[src/hw/rtl/deq_pkg.sv]
// ----------------------------------------------------------------------------
// deq_pkg
// shared types, request and status codes, and parameter defaults for the
// double-ended queue with search
// ----------------------------------------------------------------------------
package deq_pkg;

  localparam int DEPTH_DEFAULT      = 16;
  localparam int DATA_WIDTH_DEFAULT = 32;

  localparam int REQ_WIDTH    = 3;
  localparam int STATUS_WIDTH = 2;

  // request codes
  localparam logic [REQ_WIDTH-1:0] REQ_PUSH_BACK  = 3'd0;
  localparam logic [REQ_WIDTH-1:0] REQ_POP_BACK   = 3'd1;
  localparam logic [REQ_WIDTH-1:0] REQ_PUSH_FRONT = 3'd2;
  localparam logic [REQ_WIDTH-1:0] REQ_POP_FRONT  = 3'd3;
  localparam logic [REQ_WIDTH-1:0] REQ_SEARCH     = 3'd4;

  // status codes
  localparam logic [STATUS_WIDTH-1:0] STAT_OK    = 2'd0;
  localparam logic [STATUS_WIDTH-1:0] STAT_EMPTY = 2'd1;
  localparam logic [STATUS_WIDTH-1:0] STAT_FULL  = 2'd2;

  typedef enum logic [1:0] {
    S_IDLE,
    S_POP,
    S_SEARCH
  } deq_state_t;

endpackage

[src/hw/rtl/deq_ram.sv]
// ----------------------------------------------------------------------------
// deq_ram
// generic single-port-write, single-port-read ram with registered read data
// ----------------------------------------------------------------------------
module deq_ram #(
  parameter int WIDTH = deq_pkg::DATA_WIDTH_DEFAULT,
  parameter int DEPTH = deq_pkg::DEPTH_DEFAULT
) (
  input  logic                     clk,
  input  logic                     we,
  input  logic [$clog2(DEPTH)-1:0] waddr,
  input  logic [WIDTH-1:0]         wdata,
  input  logic                     re,
  input  logic [$clog2(DEPTH)-1:0] raddr,
  output logic [WIDTH-1:0]         rdata
);

  logic [WIDTH-1:0] mem [DEPTH];

  always_ff @(posedge clk) begin
    if (we) begin
      mem[waddr] <= wdata;
    end
    if (re) begin
      rdata <= mem[raddr];
    end
  end

endmodule

[src/hw/rtl/double_ended_queue_with_search.sv]
// ----------------------------------------------------------------------------
// double_ended_queue_with_search
// bounded double-ended queue in a ring of DEPTH words with equality search
// ----------------------------------------------------------------------------
// results: a push, a refused push, an empty pop, an empty search and unused codes
//   load the result register straight from the input transfer; a pop reads the
//   ram, then loads it in S_POP; a search reads one stored entry per cycle front to back
// throughput: one item in flight; with out_ready high a push every cycle; after a
//   pop or a search the next request waits until its result is loaded
// reset: clears controller, front index, count and out_valid; ram not cleared
// ----------------------------------------------------------------------------
module double_ended_queue_with_search #(
  parameter int DEPTH      = deq_pkg::DEPTH_DEFAULT,
  parameter int DATA_WIDTH = deq_pkg::DATA_WIDTH_DEFAULT
) (
  input  logic                              clk,
  input  logic                              rst,
  // request channel
  input  logic                              in_valid,
  output logic                              in_ready,
  input  logic [deq_pkg::REQ_WIDTH-1:0]     req_type,
  input  logic [DATA_WIDTH-1:0]             value_in,
  // result channel
  output logic                              out_valid,
  input  logic                              out_ready,
  output logic [DATA_WIDTH-1:0]             value_out,
  output logic                              found,
  output logic [deq_pkg::STATUS_WIDTH-1:0]  status,
  output logic [$clog2(DEPTH+1)-1:0]        entry_count
);

  localparam int AW = $clog2(DEPTH);      // ring address width
  localparam int CW = $clog2(DEPTH + 1);  // entry count width, holds DEPTH itself
  localparam logic [AW:0]   DEPTH_W  = (AW + 1)'(DEPTH);
  localparam logic [AW-1:0] LAST_POS = AW'(DEPTH - 1);
  localparam logic [CW-1:0] FULL_CNT = CW'(DEPTH);

  // ring position of base + off, both already inside the ring
  function automatic logic [AW-1:0] ring_add(input logic [AW-1:0] base,
                                             input logic [AW-1:0] off);
    logic [AW:0] sum;
    sum = {1'b0, base} + {1'b0, off};
    if (sum >= DEPTH_W) begin
      sum = sum - DEPTH_W;
    end
    return sum[AW-1:0];
  endfunction

  // controller state
  deq_pkg::deq_state_t state, state_next;

  // queue pointers
  logic [AW-1:0] front, front_next;
  logic [CW-1:0] count, count_next;

  // search walk: idx is the offset of the next entry to read
  logic [CW-1:0]         idx, idx_next;
  logic [DATA_WIDTH-1:0] key, key_next;

  // ram port signals
  logic                  ram_we;
  logic [AW-1:0]         ram_waddr;
  logic [DATA_WIDTH-1:0] ram_wdata;
  logic                  ram_re;
  logic [AW-1:0]         ram_raddr;
  logic [DATA_WIDTH-1:0] ram_rdata;

  // result register load
  logic                              res_load;
  logic [DATA_WIDTH-1:0]             res_value;
  logic                              res_found;
  logic [deq_pkg::STATUS_WIDTH-1:0]  res_status;

  logic accept;
  logic is_full;
  logic is_empty;
  logic match;
  logic walk_done;

  assign is_full   = (count == FULL_CNT);
  assign is_empty  = (count == '0);
  assign match     = (ram_rdata == key);
  assign walk_done = (idx == count);

  // new request only when idle and the result slot is free or draining
  assign in_ready = (state == deq_pkg::S_IDLE) && (!out_valid || out_ready);
  assign accept   = in_valid && in_ready;

  deq_ram #(
    .WIDTH (DATA_WIDTH),
    .DEPTH (DEPTH)
  ) u_ram (
    .clk   (clk),
    .we    (ram_we),
    .waddr (ram_waddr),
    .wdata (ram_wdata),
    .re    (ram_re),
    .raddr (ram_raddr),
    .rdata (ram_rdata)
  );

  // next state
  always_comb begin
    state_next = state;
    unique case (state)
      deq_pkg::S_IDLE: begin
        if (accept) begin
          if ((req_type == deq_pkg::REQ_POP_BACK || req_type == deq_pkg::REQ_POP_FRONT)
              && !is_empty) begin
            state_next = deq_pkg::S_POP;
          end else if (req_type == deq_pkg::REQ_SEARCH && !is_empty) begin
            state_next = deq_pkg::S_SEARCH;
          end
        end
      end
      deq_pkg::S_POP: begin
        state_next = deq_pkg::S_IDLE;
      end
      deq_pkg::S_SEARCH: begin
        if (match || walk_done) begin
          state_next = deq_pkg::S_IDLE;
        end
      end
      default: begin
        state_next = deq_pkg::S_IDLE;
      end
    endcase
  end

  // datapath and outputs of the controller
  always_comb begin
    front_next = front;
    count_next = count;
    idx_next   = idx;
    key_next   = key;
    ram_we     = 1'b0;
    ram_waddr  = ring_add(front, count[AW-1:0]);
    ram_wdata  = value_in;
    ram_re     = 1'b0;
    ram_raddr  = front;
    res_load   = 1'b0;
    res_value  = '0;
    res_found  = 1'b0;
    res_status = deq_pkg::STAT_OK;

    unique case (state)
      deq_pkg::S_IDLE: begin
        if (accept) begin
          unique case (req_type)
            deq_pkg::REQ_PUSH_BACK: begin
              res_load = 1'b1;
              if (is_full) begin
                res_status = deq_pkg::STAT_FULL;
              end else begin
                // back slot sits count places past the front
                ram_we     = 1'b1;
                count_next = count + 1'b1;
              end
            end
            deq_pkg::REQ_PUSH_FRONT: begin
              res_load = 1'b1;
              if (is_full) begin
                res_status = deq_pkg::STAT_FULL;
              end else begin
                front_next = ring_add(front, LAST_POS);  // step back one place
                ram_we     = 1'b1;
                ram_waddr  = front_next;
                count_next = count + 1'b1;
              end
            end
            deq_pkg::REQ_POP_BACK: begin
              if (is_empty) begin
                res_load   = 1'b1;
                res_status = deq_pkg::STAT_EMPTY;
              end else begin
                count_next = count - 1'b1;
                ram_re     = 1'b1;
                ram_raddr  = ring_add(front, count_next[AW-1:0]);
              end
            end
            deq_pkg::REQ_POP_FRONT: begin
              if (is_empty) begin
                res_load   = 1'b1;
                res_status = deq_pkg::STAT_EMPTY;
              end else begin
                count_next = count - 1'b1;
                ram_re     = 1'b1;
                ram_raddr  = front;
                front_next = ring_add(front, AW'(1));
              end
            end
            deq_pkg::REQ_SEARCH: begin
              if (is_empty) begin
                res_load = 1'b1;
              end else begin
                // fetch the front entry, walk continues from offset one
                ram_re    = 1'b1;
                ram_raddr = front;
                idx_next  = CW'(1);
                key_next  = value_in;
              end
            end
            default: begin
              // unused codes answer with the current count only
              res_load = 1'b1;
            end
          endcase
        end
      end
      deq_pkg::S_POP: begin
        res_load  = 1'b1;
        res_value = ram_rdata;
      end
      deq_pkg::S_SEARCH: begin
        if (match) begin
          res_load  = 1'b1;
          res_found = 1'b1;
        end else if (walk_done) begin
          res_load = 1'b1;
        end else begin
          ram_re    = 1'b1;
          ram_raddr = ring_add(front, idx[AW-1:0]);
          idx_next  = idx + 1'b1;
        end
      end
      default: begin
      end
    endcase
  end

  // control registers
  always_ff @(posedge clk) begin
    if (rst) begin
      state <= deq_pkg::S_IDLE;
      front <= '0;
      count <= '0;
      idx   <= '0;
    end else begin
      state <= state_next;
      front <= front_next;
      count <= count_next;
      idx   <= idx_next;
    end
  end

  // search key holds for the whole walk
  always_ff @(posedge clk) begin
    key <= key_next;
  end

  // result register: parts the controller from the downstream stall
  always_ff @(posedge clk) begin
    if (rst) begin
      out_valid <= 1'b0;
    end else if (res_load) begin
      out_valid <= 1'b1;
    end else if (out_ready) begin
      out_valid <= 1'b0;
    end
  end

  always_ff @(posedge clk) begin
    if (res_load) begin
      value_out   <= res_value;
      found       <= res_found;
      status      <= res_status;
      entry_count <= count_next;
    end
  end

endmodule

[config.mk]
export PLATFORM = sky130hd
export DESIGN_NAME = double_ended_queue_with_search
export DESIGN_NICKNAME = d
export VERILOG_FILES = /design/src/hw/rtl/deq_pkg.sv /design/src/hw/rtl/deq_ram.sv /design/src/hw/rtl/double_ended_queue_with_search.sv
export SDC_FILE = /design/constraint.sdc
export NUM_CORES = 1
export LEC_CHECK = 0
export BUFFER_PORTS_ARGS = -buffer_cell sky130_fd_sc_hd__clkbuf_2
export CELL_PAD_IN_SITES_DETAIL_PLACEMENT = 1
export CELL_PAD_IN_SITES_GLOBAL_PLACEMENT = 1
export CORE_MARGIN = 5
export CORE_UTILIZATION = 57
export CTS_BUF_LIST = sky130_fd_sc_hd__clkbuf_16
export CTS_CLUSTER_SIZE = 40
export DETAILED_ROUTE_END_ITERATION = 12
export PLACE_DENSITY_LB_ADDON = 0.1
export SLEW_MARGIN = 20
export SYNTH_ARGS = -nofsm -noshare
export SYNTH_HDL_FRONTEND = slang
export SYNTH_SLANG_ARGS = --single-unit
export TNS_END_PERCENT = 10
[constraint.sdc]
create_clock -name clk -period 8.4 [get_ports clk]
set_input_delay 1.68 -clock clk [delete_from_list [all_inputs] [get_ports clk]]
set_output_delay 1.68 -clock clk [all_outputs]
set_load 0.01 [all_outputs]
-- Word-level counts from Yosys, hierarchy flattened
Memory sizes are Yosys's and may differ from the RTL's. A register that Yosys moved wholly into a read port is not among the register bits.
Index checks and enable logic that the tools add are counted.
- register bits: 89
- memories kept: 1
- memory bits (writable): 512
- latch bits: 0
- output and inout port bits: 42
- bits in read-only memories: 0
- word-level logic and storage cells: 129
- div/mod/pow operators: 0
- reduce and logical (&&, ||, !) cells: 23
- bitwise gates (word level): 1
- multiply operators: 0
- add/sub/neg operators: 13
- shift operators: 0
- $lt $le $gt $ge: 5
- equal/unequal tests: 18
- multiplexer cells: 58
- memories (memory ; depth ; bits a word ; rd ports ; clocked after Yosys merged registers in ; wr ports ; line ; RTL):
    u_ram.mem ; 16 ; 32 ; 1 ; 1 ; 1 ; deq_ram.sv:18 ; logic [WIDTH-1:0] mem [DEPTH];
- operator list (kind ; number):
    $mux W4 ; 16
    $mux W5 ; 9
    $eq A32 B32 Y1 ; 1
    $ge A5 B5 Y1 const B ; 5
    $mux W1 ; 20
    $pmux W5 S2 ; 2
    $sub A4 B1 Y4 const B ; 5
    $pmux W4 S2 ; 2
    $add A4 B4 Y5 ; 3
    $ne A2 B2 Y1 const B ; 7
    $add A5 B1 Y5 const B ; 2
    $mux W2 ; 5
    $pmux W2 S2 ; 2
    $eq A3 B2 Y1 const B ; 2
    $reduce_and A6 Y1 ; 1
    $reduce_bool A2 Y1 ; 3
    $add A4 B1 Y5 const B ; 1
    $add A4 B4 Y5 const B ; 1
    $eq A5 B5 Y1 ; 1
    $eq A5 B5 Y1 const B ; 1
    $logic_not A5 Y1 ; 1
    $reduce_and A5 Y1 ; 1
    $sub A5 B1 Y5 const B ; 1
    $logic_and A1 B1 Y1 ; 4
    other kinds (18) ; 22

-- Longest topological paths before layout
Gate-level depths: netlist of the first run.
- depth in word-level cells: 8
- gate-level depth with buffers: 16
- depth with buffers taken out: 12

-- By module
From an unflattened synthesis of the first run, not the netlist that was laid out.
- cell total of the unflattened synthesis: 1191
- area, all modules: 24559.8 um2
- modules (own cells, without submodules) (module ; cells an instance ; area each (um2) ; times used):
    deq_ram ; 838 ; 20155.6 ; 1
    double_ended_queue_with_search ; 353 ; 4404.2 ; 1

-- Least setup slack after synthesis of the first run
OpenSTA, ideal clock, no wires.
- kind: input-to-reg
- start point: input port out_ready
- end point: register idx[4]
- arrival: 5.266 ns
- setup slack: 2.880 ns
- data required time: 8.146 ns
- stages: 7
- path through: nand2b_1 > nand3_1 > nor3_1 > or2_2 > nand4_1 > xor2_1 > nor3_1
- word-level cells in the longest chain between the ends: 5
- RTL lines (element ; line ; RTL):
    start: declaration ; double_ended_queue_with_search.sv:25 ; input logic out_ready,
    $logic_or A1 B1 Y1 ; double_ended_queue_with_search.sv:86 ; assign in_ready = (state == deq_pkg::S_IDLE) && (!out_valid || out_ready);
    $logic_and A1 B1 Y1 ; double_ended_queue_with_search.sv:86 ;
    $logic_and A1 B1 Y1 ; double_ended_queue_with_search.sv:87 ; assign accept = in_valid && in_ready;
    $ne A2 B2 Y1 (no source line) ; - ;
    $reduce_and A6 Y1 (no source line) ; - ;
    end signal: assignment ; double_ended_queue_with_search.sv:242 ; idx <= idx_next;
    end: declaration ; double_ended_queue_with_search.sv:57 ; logic [CW-1:0] idx, idx_next;
Every way passes these cells.
A chain may end at the register's enable or synchronous reset.

-- Final worst setup path of the first run
- start point: input port req_type[2] (netlist name)
- end point: register u_ram.rdata[8] (read register of u_ram.mem) (data pin)
- word-level cells in the longest chain between the ends: 5
- RTL lines (element ; line ; RTL):
    start: declaration ; double_ended_queue_with_search.sv:21 ; input logic [deq_pkg::REQ_WIDTH-1:0] req_type,
    $eq A3 B1 Y1 (tied with other cells) ; double_ended_queue_with_search.sv:149 ; unique case (req_type)
    $reduce_or A3 Y1 (no source line) ; - ;
    $mux W1 ; - ;
    $mux W1 ; double_ended_queue_with_search.sv:148 ; if (accept) begin
    $pmux W1 S2 ; double_ended_queue_with_search.sv:146 ; unique case (state)
    end: declaration ; deq_ram.sv:15 ; output logic [WIDTH-1:0] rdata
Parallel ways exist; a longest one is shown, timed or not.

==> reports/qor.yml, run 1 <==
final_layout:
  final_common_cell: "edfxtp_1"
  nNetsFinal: 1806
  final_cell_mix: "616 x edfxtp_1, 124 x a2111oi_0, 100 x nand4_1"
  fin_area_sq_um: 29600
  drive_gt1_frac: 0.153
  utilization: 0.639
  area_growth_pct: 11.3
routing:
  drt_iter0_drc: 1915
  drc_errors: 0
  antenna_left: 0
  drtPass1Iterations: 6
  wl_microns: 78000
  via_per_inst: 6.95
  dr_total_vias: 16700
  wl_per_cell_microns: 32.4
global_routing:
  grt_max_degree: 94
  grt_util_all_layers: 0.305
  grt_pass1_vias: 17700
  grt_pass1_wl_microns: 115000
  grt_antenna_before_repair: 2
  grt_overflow: 0
pwr:
  p_sw_w: 0.00145
  power_density_nw_per_um2: 224
  power.leakage_nw: 9.17
  seq_power_share: 0.529
  p_comb_frac: 0.054
  switching_share: 0.217
  internal_power_w: 0.00520
  clkPwrFrac: 0.416
  vdd_ir_drop_max_mv: 0.227
worst_setup_path:
  reg2reg_to: "u_ram.rdata[8]"
  endpoint: "u_ram.rdata[8]"
  criticalPathCategory: "input port to flop"
  cp-startpoint: "req_type[2]"
  cp-start-kind: "input port"
  r2r_slack_ns: 2.48
  worst_ep_arrival_time_ns: 6.39
  reg2regPathDepth: 10
  r2r_start: "u_ram.rdata[14]"
  cp-end-kind: "flop"
  worstPathRequired_ns: 8.71
  path_max_fanout: 63
logic_synthesis:
  ys_ff_latch: 633
  yosys-top-cells-area: "edfxtp_1 69%, a2111oi_0 4.1%, mux2i_1 3.6%"
  synthesis.nets: 1764
  synth-main-ff-cell: "edfxtp_1"
  async_flop_share: 0
  synthesis.instances: 1708
  ys_warn_count: 0
  synthDistinctLibCells: 57
  synth_area_sq_um: 26600
  yosysSeqAreaShare: 0.708
  synth_top_area_cell: "edfxtp_1"
  synth_top_area_frac: 0.695
  synth_edf_count: 616
  avgSynthCellArea_sq_um: 15.6
sta:
  relSlewSlack: 0.267
  worst_pin_slew_ns: 1.10
  rsz0062_at_grt: "no"
  fmax_ghz: 0.164
  hold_viol_final: 0
  min_period_over_period: 0.724
  fin_ws_ns: 2.32
  period_needed_ns: 6.08
  tns_ns: 0
  finalMaxSlewViolations: 0
  setup_violations: 0
  clock_skew_ns: 0.0227
placed_design:
  place_ws_ns: 1.96
  place_area_sq_um: 27600
  placement.io_buffers: 80
  gp_congestion: 0.795
  hpwl_microns: 41300
flow_run:
  cap_violations: 0
floorplanning:
  start_util: 0.574
  core_area_sq_um: 46400
  die_w_microns: 226
  num_rows: 79
  floorplan.die_area_sq_um: 51100
  die_y_microns: 226
  io_pins: 81
clock_tree:
  cts_resized: 0
  cts_setup_buffers: 0
  htree_levels: 3
  ctsHoldBuffers: 0
  clockBufferDepth: 3
  cts.sinks: 633
  cts_buffers: 67
  cts_tree: "done"
  clk_latency_ns: 0.60
  cts_root_buf: "clkbuf_16"
  clk_pin_slew_ns: 0.06
outcome:
  status: "completed"
min_path:
  hold_path_class: "flop to flop"
[kinds of logic after synthesis]
group,share of synthesized area
simple gates,0.0630
buf+inv,0.0271
xor+xnor,0.0178
flops,0.708
mux,0.0640
compound gates,0.112
fa+ha+maj,0.00883
[worst max-delay path: stages]
cell	delay [ns]
clkbuf_2	0.13
nand2b_1	0.22
nor2_1	0.35
nand2_1	0.18
o211a_4	0.44
nor3_4	0.19
buf_4	0.78
buf_4	0.89
mux2_1	0.41
a2111oi_0	0.68
o211ai_1	0.20
[registers in the layout, indices dropped and copies added (netlist names)]
| register | flops |
|---|---|
| front | 4 |
| u_ram.mem | 512 |
| value_out | 32 |
| found | 1 |
| u_ram.rdata | 32 |
| out_valid | 1 |
| count | 5 |
| key | 32 |
| state | 2 |
| idx | 5 |
| status | 2 |
| entry_count | 5 |
[worst min-delay path by stage]
stage          cells past startpoint  slack [ns]   start  endpoint
3_3_place_gp                       2        0.55  idx[4]    idx[4]
4_1_cts                            2        0.59  idx[4]    idx[4]
2_1_floorplan                      2        0.52  idx[1]    idx[1]
5_1_grt                            2        0.61  idx[1]    idx[1]
3_5_place_dp                       2        0.57  idx[1]    idx[1]
6_report                           2        0.58  idx[4]    idx[4]
[synth_stat cells, drive strengths merged (3+ instances only)]
library cell and number:
nor4 13, o31ai 95, mux2i 96, inv 10, a211oi 8, xor2 44, a2111oi 124, or2 5
and4 4, nor2b 7, fa 3, a211o 4, mux2 66, clkbuf 102, edfxtp 616, o211a 3
nand2b 6, o211ai 34, nor3 18, or3 3, o21ai 14, a21o 6, nand2 58, a22o 3
and2 33, nor2 35, a221o 33, dfxtp 17, and3 4, buf 48, xnor2 10, ha 14
nand3 13, a21oi 47, nand4 100
[per-stage QoR]
| step | std cells | power [W] | hold WS [ns] |
|---|---|---|---|
| detailed placement | 2288 | 0.00394 | 0.574 |
| finish | 2406 | 0.00665 | 0.582 |
| global route | 2404 | 0.00686 | 0.613 |
| global placement | 2288 | 0.00392 | 0.553 |
| CTS | 2404 | 0.00668 | 0.589 |
| floorplan | 1708 | 0.00379 | 0.519 |
[power groups by stage]
stage | combinational (W) | clock (W) | sequential (W)
6_report | 0.000362 | 0.00277 | 0.00352
5_1_grt | 0.000387 | 0.00295 | 0.00352
4_1_cts | 0.000360 | 0.00280 | 0.00352
3_5_place_dp | 0.000357 | 0 | 0.00359
3_3_place_gp | 0.000341 | 0 | 0.00358
2_1_floorplan | 0.000202 | 0 | 0.00359
[layout make-up]
class | count | area, sq um
fillers | 4122 | 16700
multi-input cells | 915 | 7240
repair buffers | 123 | 731
inverters | 10 | 37.5
flip-flops and latches | 633 | 18800
clock inverters | 46 | 279
clock buffers | 70 | 1750
well taps | 607 | 759
diodes | 2 | 5.00
[layer usage]
metal  share of wire  vias up  global-route usage
met5         0.00018        -                   0
met4           0.040        2               0.124
met3           0.079      194              0.0593
met2            0.49      795               0.507
met1            0.39     8631               0.401
li1                -     7090                   -
Power figures use the tool's default switching activity.
==> run 2: changes to the inputs <==
--- a/config.mk
+++ b/config.mk
@@ -5,11 +5,12 @@
 export SDC_FILE = /design/constraint.sdc
 export NUM_CORES = 1
 export LEC_CHECK = 0
+export ABC_AREA = 1
 export BUFFER_PORTS_ARGS = -buffer_cell sky130_fd_sc_hd__clkbuf_2
 export CELL_PAD_IN_SITES_DETAIL_PLACEMENT = 1
 export CELL_PAD_IN_SITES_GLOBAL_PLACEMENT = 1
 export CORE_MARGIN = 5
-export CORE_UTILIZATION = 57
+export CORE_UTILIZATION = 45
 export CTS_BUF_LIST = sky130_fd_sc_hd__clkbuf_16
 export CTS_CLUSTER_SIZE = 40
 export DETAILED_ROUTE_END_ITERATION = 12
==> constraint.sdc (replaced) <==
create_clock -name clk -period 4.95 [get_ports clk]
set_input_delay 0.99 -clock clk [delete_from_list [all_inputs] [get_ports clk]]
set_output_delay 0.99 -clock clk [all_outputs]
set_load 0.01 [all_outputs]
==> run 2 against run 1 <==
Effect of this change:
- via count is 14% higher
- non-clock buffer count is 7 higher
- sequential power is 71% higher
- routed wire length is 4.7% higher
- combinational power grew to 3.1 times the previous value
- clock power is 82% higher
- count of clock-buffer cells in the layout is 2 higher
- setup slack worse by 1.3 ns
- clock skew is 0.0033 ns lower
- sequential cell count stayed put
- highest routed layer is now met4
==> reports/qor.yml, run 2 <==
final_layout:
  final_common_cell: "edfxtp_1"
  utilization: 0.512  # -0.128
  final_cell_mix: "616 x edfxtp_1, 592 x nand3_1, 574 x nand2_1"
  area_growth_pct: 13.2
  drive_gt1_frac: 0.101  # -0.0516
  top_register: "u_ram.mem"
  diodes: 0  # -2
  fillers: 6564  # +59%
  largest_reg_flops: 512  # unchanged
  nNetsFinal: 2687  # +49%
global_routing:
  grt_pass1_vias: 19400  # +9.9%
  grt_max_degree: 95  # +1.1%
  grt_overflow: 0  # unchanged
  grt_util_all_layers: 0.241  # -0.0643
  grt_pass1_wl_microns: 122000  # +6.1%
  grt_antenna_before_repair: 3  # +1
floorplanning:
  die_y_microns: 259  # +14%
  io_pins: 81  # unchanged
  start_util: 0.452  # -0.122
  floorplan.die_area_sq_um: 66900  # +31%
  core_area_sq_um: 61500  # +33%
  die_w_microns: 259  # +14%
  num_rows: 91  # +15%
clock_tree:
  clockBufferDepth: 3  # unchanged
  htree_levels: 3  # unchanged
  cts_tree: "done"
  cts_setup_buffers: 0  # unchanged
  cts_root_buf: "clkbuf_16"
  cts_resized: 0  # unchanged
  cts.sinks: 633  # unchanged
  clk_latency_ns: 0.61  # about the same
  cts_buffers: 70  # +4.5%
  ctsHoldBuffers: 0  # unchanged
  clk_pin_slew_ns: 0.06  # about the same
pwr:
  finalPower_w: 0.0122  # +84%
  power_density_nw_per_um2: 388  # +73%
  power.leakage_nw: 12.8  # +40%
  vdd_ir_drop_max_mv: 0.265  # +17%
logic_synthesis:
  synthTopCellsByCount: "616 x edfxtp_1, 594 x nand3_1, 576 x nand2_1"
  synth_top_area_cell: "edfxtp_1"
  synth_top_area_frac: 0.665  # -0.0294
  synthDistinctLibCells: 39  # -32%
  synth_area_sq_um: 27800  # +4.4%
  synth-main-ff-cell: "edfxtp_1"
  async_flop_share: 0  # unchanged
  yosys-top-cells-area: "edfxtp_1 67%, nand3_1 11%, nand2_1 7.8%"
  ys_ff_latch: 633  # unchanged
  yosysSeqAreaShare: 0.678  # -0.0300
  synth_edf_count: 616  # unchanged
  yosysMostFrequentCell: "edfxtp_1"
  synthesis.instances: 2566  # +50%
  avgSynthCellArea_sq_um: 10.8  # -30%
  synthesis.nets: 2622  # +49%
  ys_warn_count: 0  # unchanged
worst_setup_path:
  cp-end-kind: "flop"
  cp-start-kind: "flop"
  worstPathRequired_ns: 5.31  # -3.40 ns
  criticalPathCategory: "flop to flop"
  path_max_fanout: 53  # -16%
  worst_ep_arrival_time_ns: 4.28  # -2.11 ns
sta:
  hold_viol_final: 0  # unchanged
  clock_skew_ns: 0.0195  # -0.00327 ns
  finalMaxSlewViolations: 0  # unchanged
  rsz0062_at_grt: "no"
  min_period_over_period: 0.792
  tns_ns: 0  # unchanged
  fmax_ghz: 0.255
  setup_violations: 0  # unchanged
  relSlewSlack: 0.263  # -0.00381
  period_needed_ns: 3.92
  worst_pin_slew_ns: 1.10  # +0.00181 ns
routing:
  wl_microns: 81700  # +4.7%
  wl_per_cell_microns: 23.5  # -27%
  via_per_inst: 5.50  # -21%
  dr_total_vias: 19100  # +14%
  antenna_left: 0  # unchanged
  drt_iter0_drc: 1735  # -9.4%
  drc_errors: 0  # unchanged
  drtPass1Iterations: 5  # -1
flow_run:
  cap_violations: 0  # unchanged
min_path:
  hold_path_class: "flop to flop"
placed_design:
  placement.io_buffers: 80  # unchanged
  hpwl_microns: 48800  # +18%
  gp_congestion: 0.811  # +2.0%
outcome:
  status: "completed"
run 2: layer usage:
layer,track usage,share of wire
met1,0.351,0.45
met3,0.0429,0.065
met5,0,0
met2,0.384,0.46
met4,0.0521,0.021
run 2: cell families after synthesis:
| logic type | synth area share |
|---|---|
| AOI/OAI and AO/OA | 0.00918 |
| xor gates and xnor gates | 0.0126 |
| adders and majority gates | 0.00846 |
| buffers and inverters | 0.0802 |
| DFF | 0.678 |
| and+or+nand+nor | 0.212 |
run 2: report_power, final:
part	switching (W)	internal (W)	total, W
registers	0.0000408	0.00599	0.00603
logic	0.000834	0.000307	0.00114
clock network	0.00209	0.00294	0.00503
total	0.00297	0.00923	0.0122
run 2: final timing paths:
| kind | start | end | slack [ns] | cells after the start |
|---|---|---|---|---|
| setup / recovery | u_ram.rdata[31] | u_ram.rdata[27] | 1.03 | 18 |
| hold / removal | idx[0] | idx[0] | 0.54 | 1 |
| setup reg to reg | u_ram.rdata[31] | u_ram.rdata[27] | 1.03 | 18 |
| hold reg to reg | idx[0] | idx[0] | 0.54 | 1 |
run 2: layout make-up:
type                            instances  area, sq um  share of cell area
Clock buffer                           72         1800              0.0573
Multi-Input combinational cell       1417         6950               0.221
Clock inverter                         50          383              0.0122
Inverter                              379         1430              0.0454
Timing Repair Buffer                  130         1080              0.0342
Sequential cell                       633        18800               0.599
Tap cell                              790          988              0.0314
run 2: worst max-delay path: stages, from the launching register on:
cell and delay [ns]:
edfxtp_1 0.58, xnor2_1 0.22, nand2_1 0.07, nor2_1 0.12, nand2_1 0.13, nor2_1 0.35
nand2_1 0.15, nand2_2 0.18, nand2_1 0.16, nand2_8 0.31, nand2_8 0.25, buf_12 0.29
buf_12 0.21, nand2_1 0.08, nand2_1 0.06, nand2_1 0.06, nand3_1 0.16, nand3_1 0.14
nand2_1 0.06
run 2: stage by stage:
step / cells / instance area, sq um / hold WS (ns) / setup WS (ns)
floorplan: 2566 / 27800 / 0.490 / 0.959
detailed placement: 3349 / 29300 / 0.534 / 0.745
CTS: 3471 / 31500 / 0.547 / 1.02
global placement: 3349 / 29300 / 0.530 / 0.910
global route: 3471 / 31500 / 0.583 / 0.835
finish: 3471 / 31500 / 0.541 / 1.03
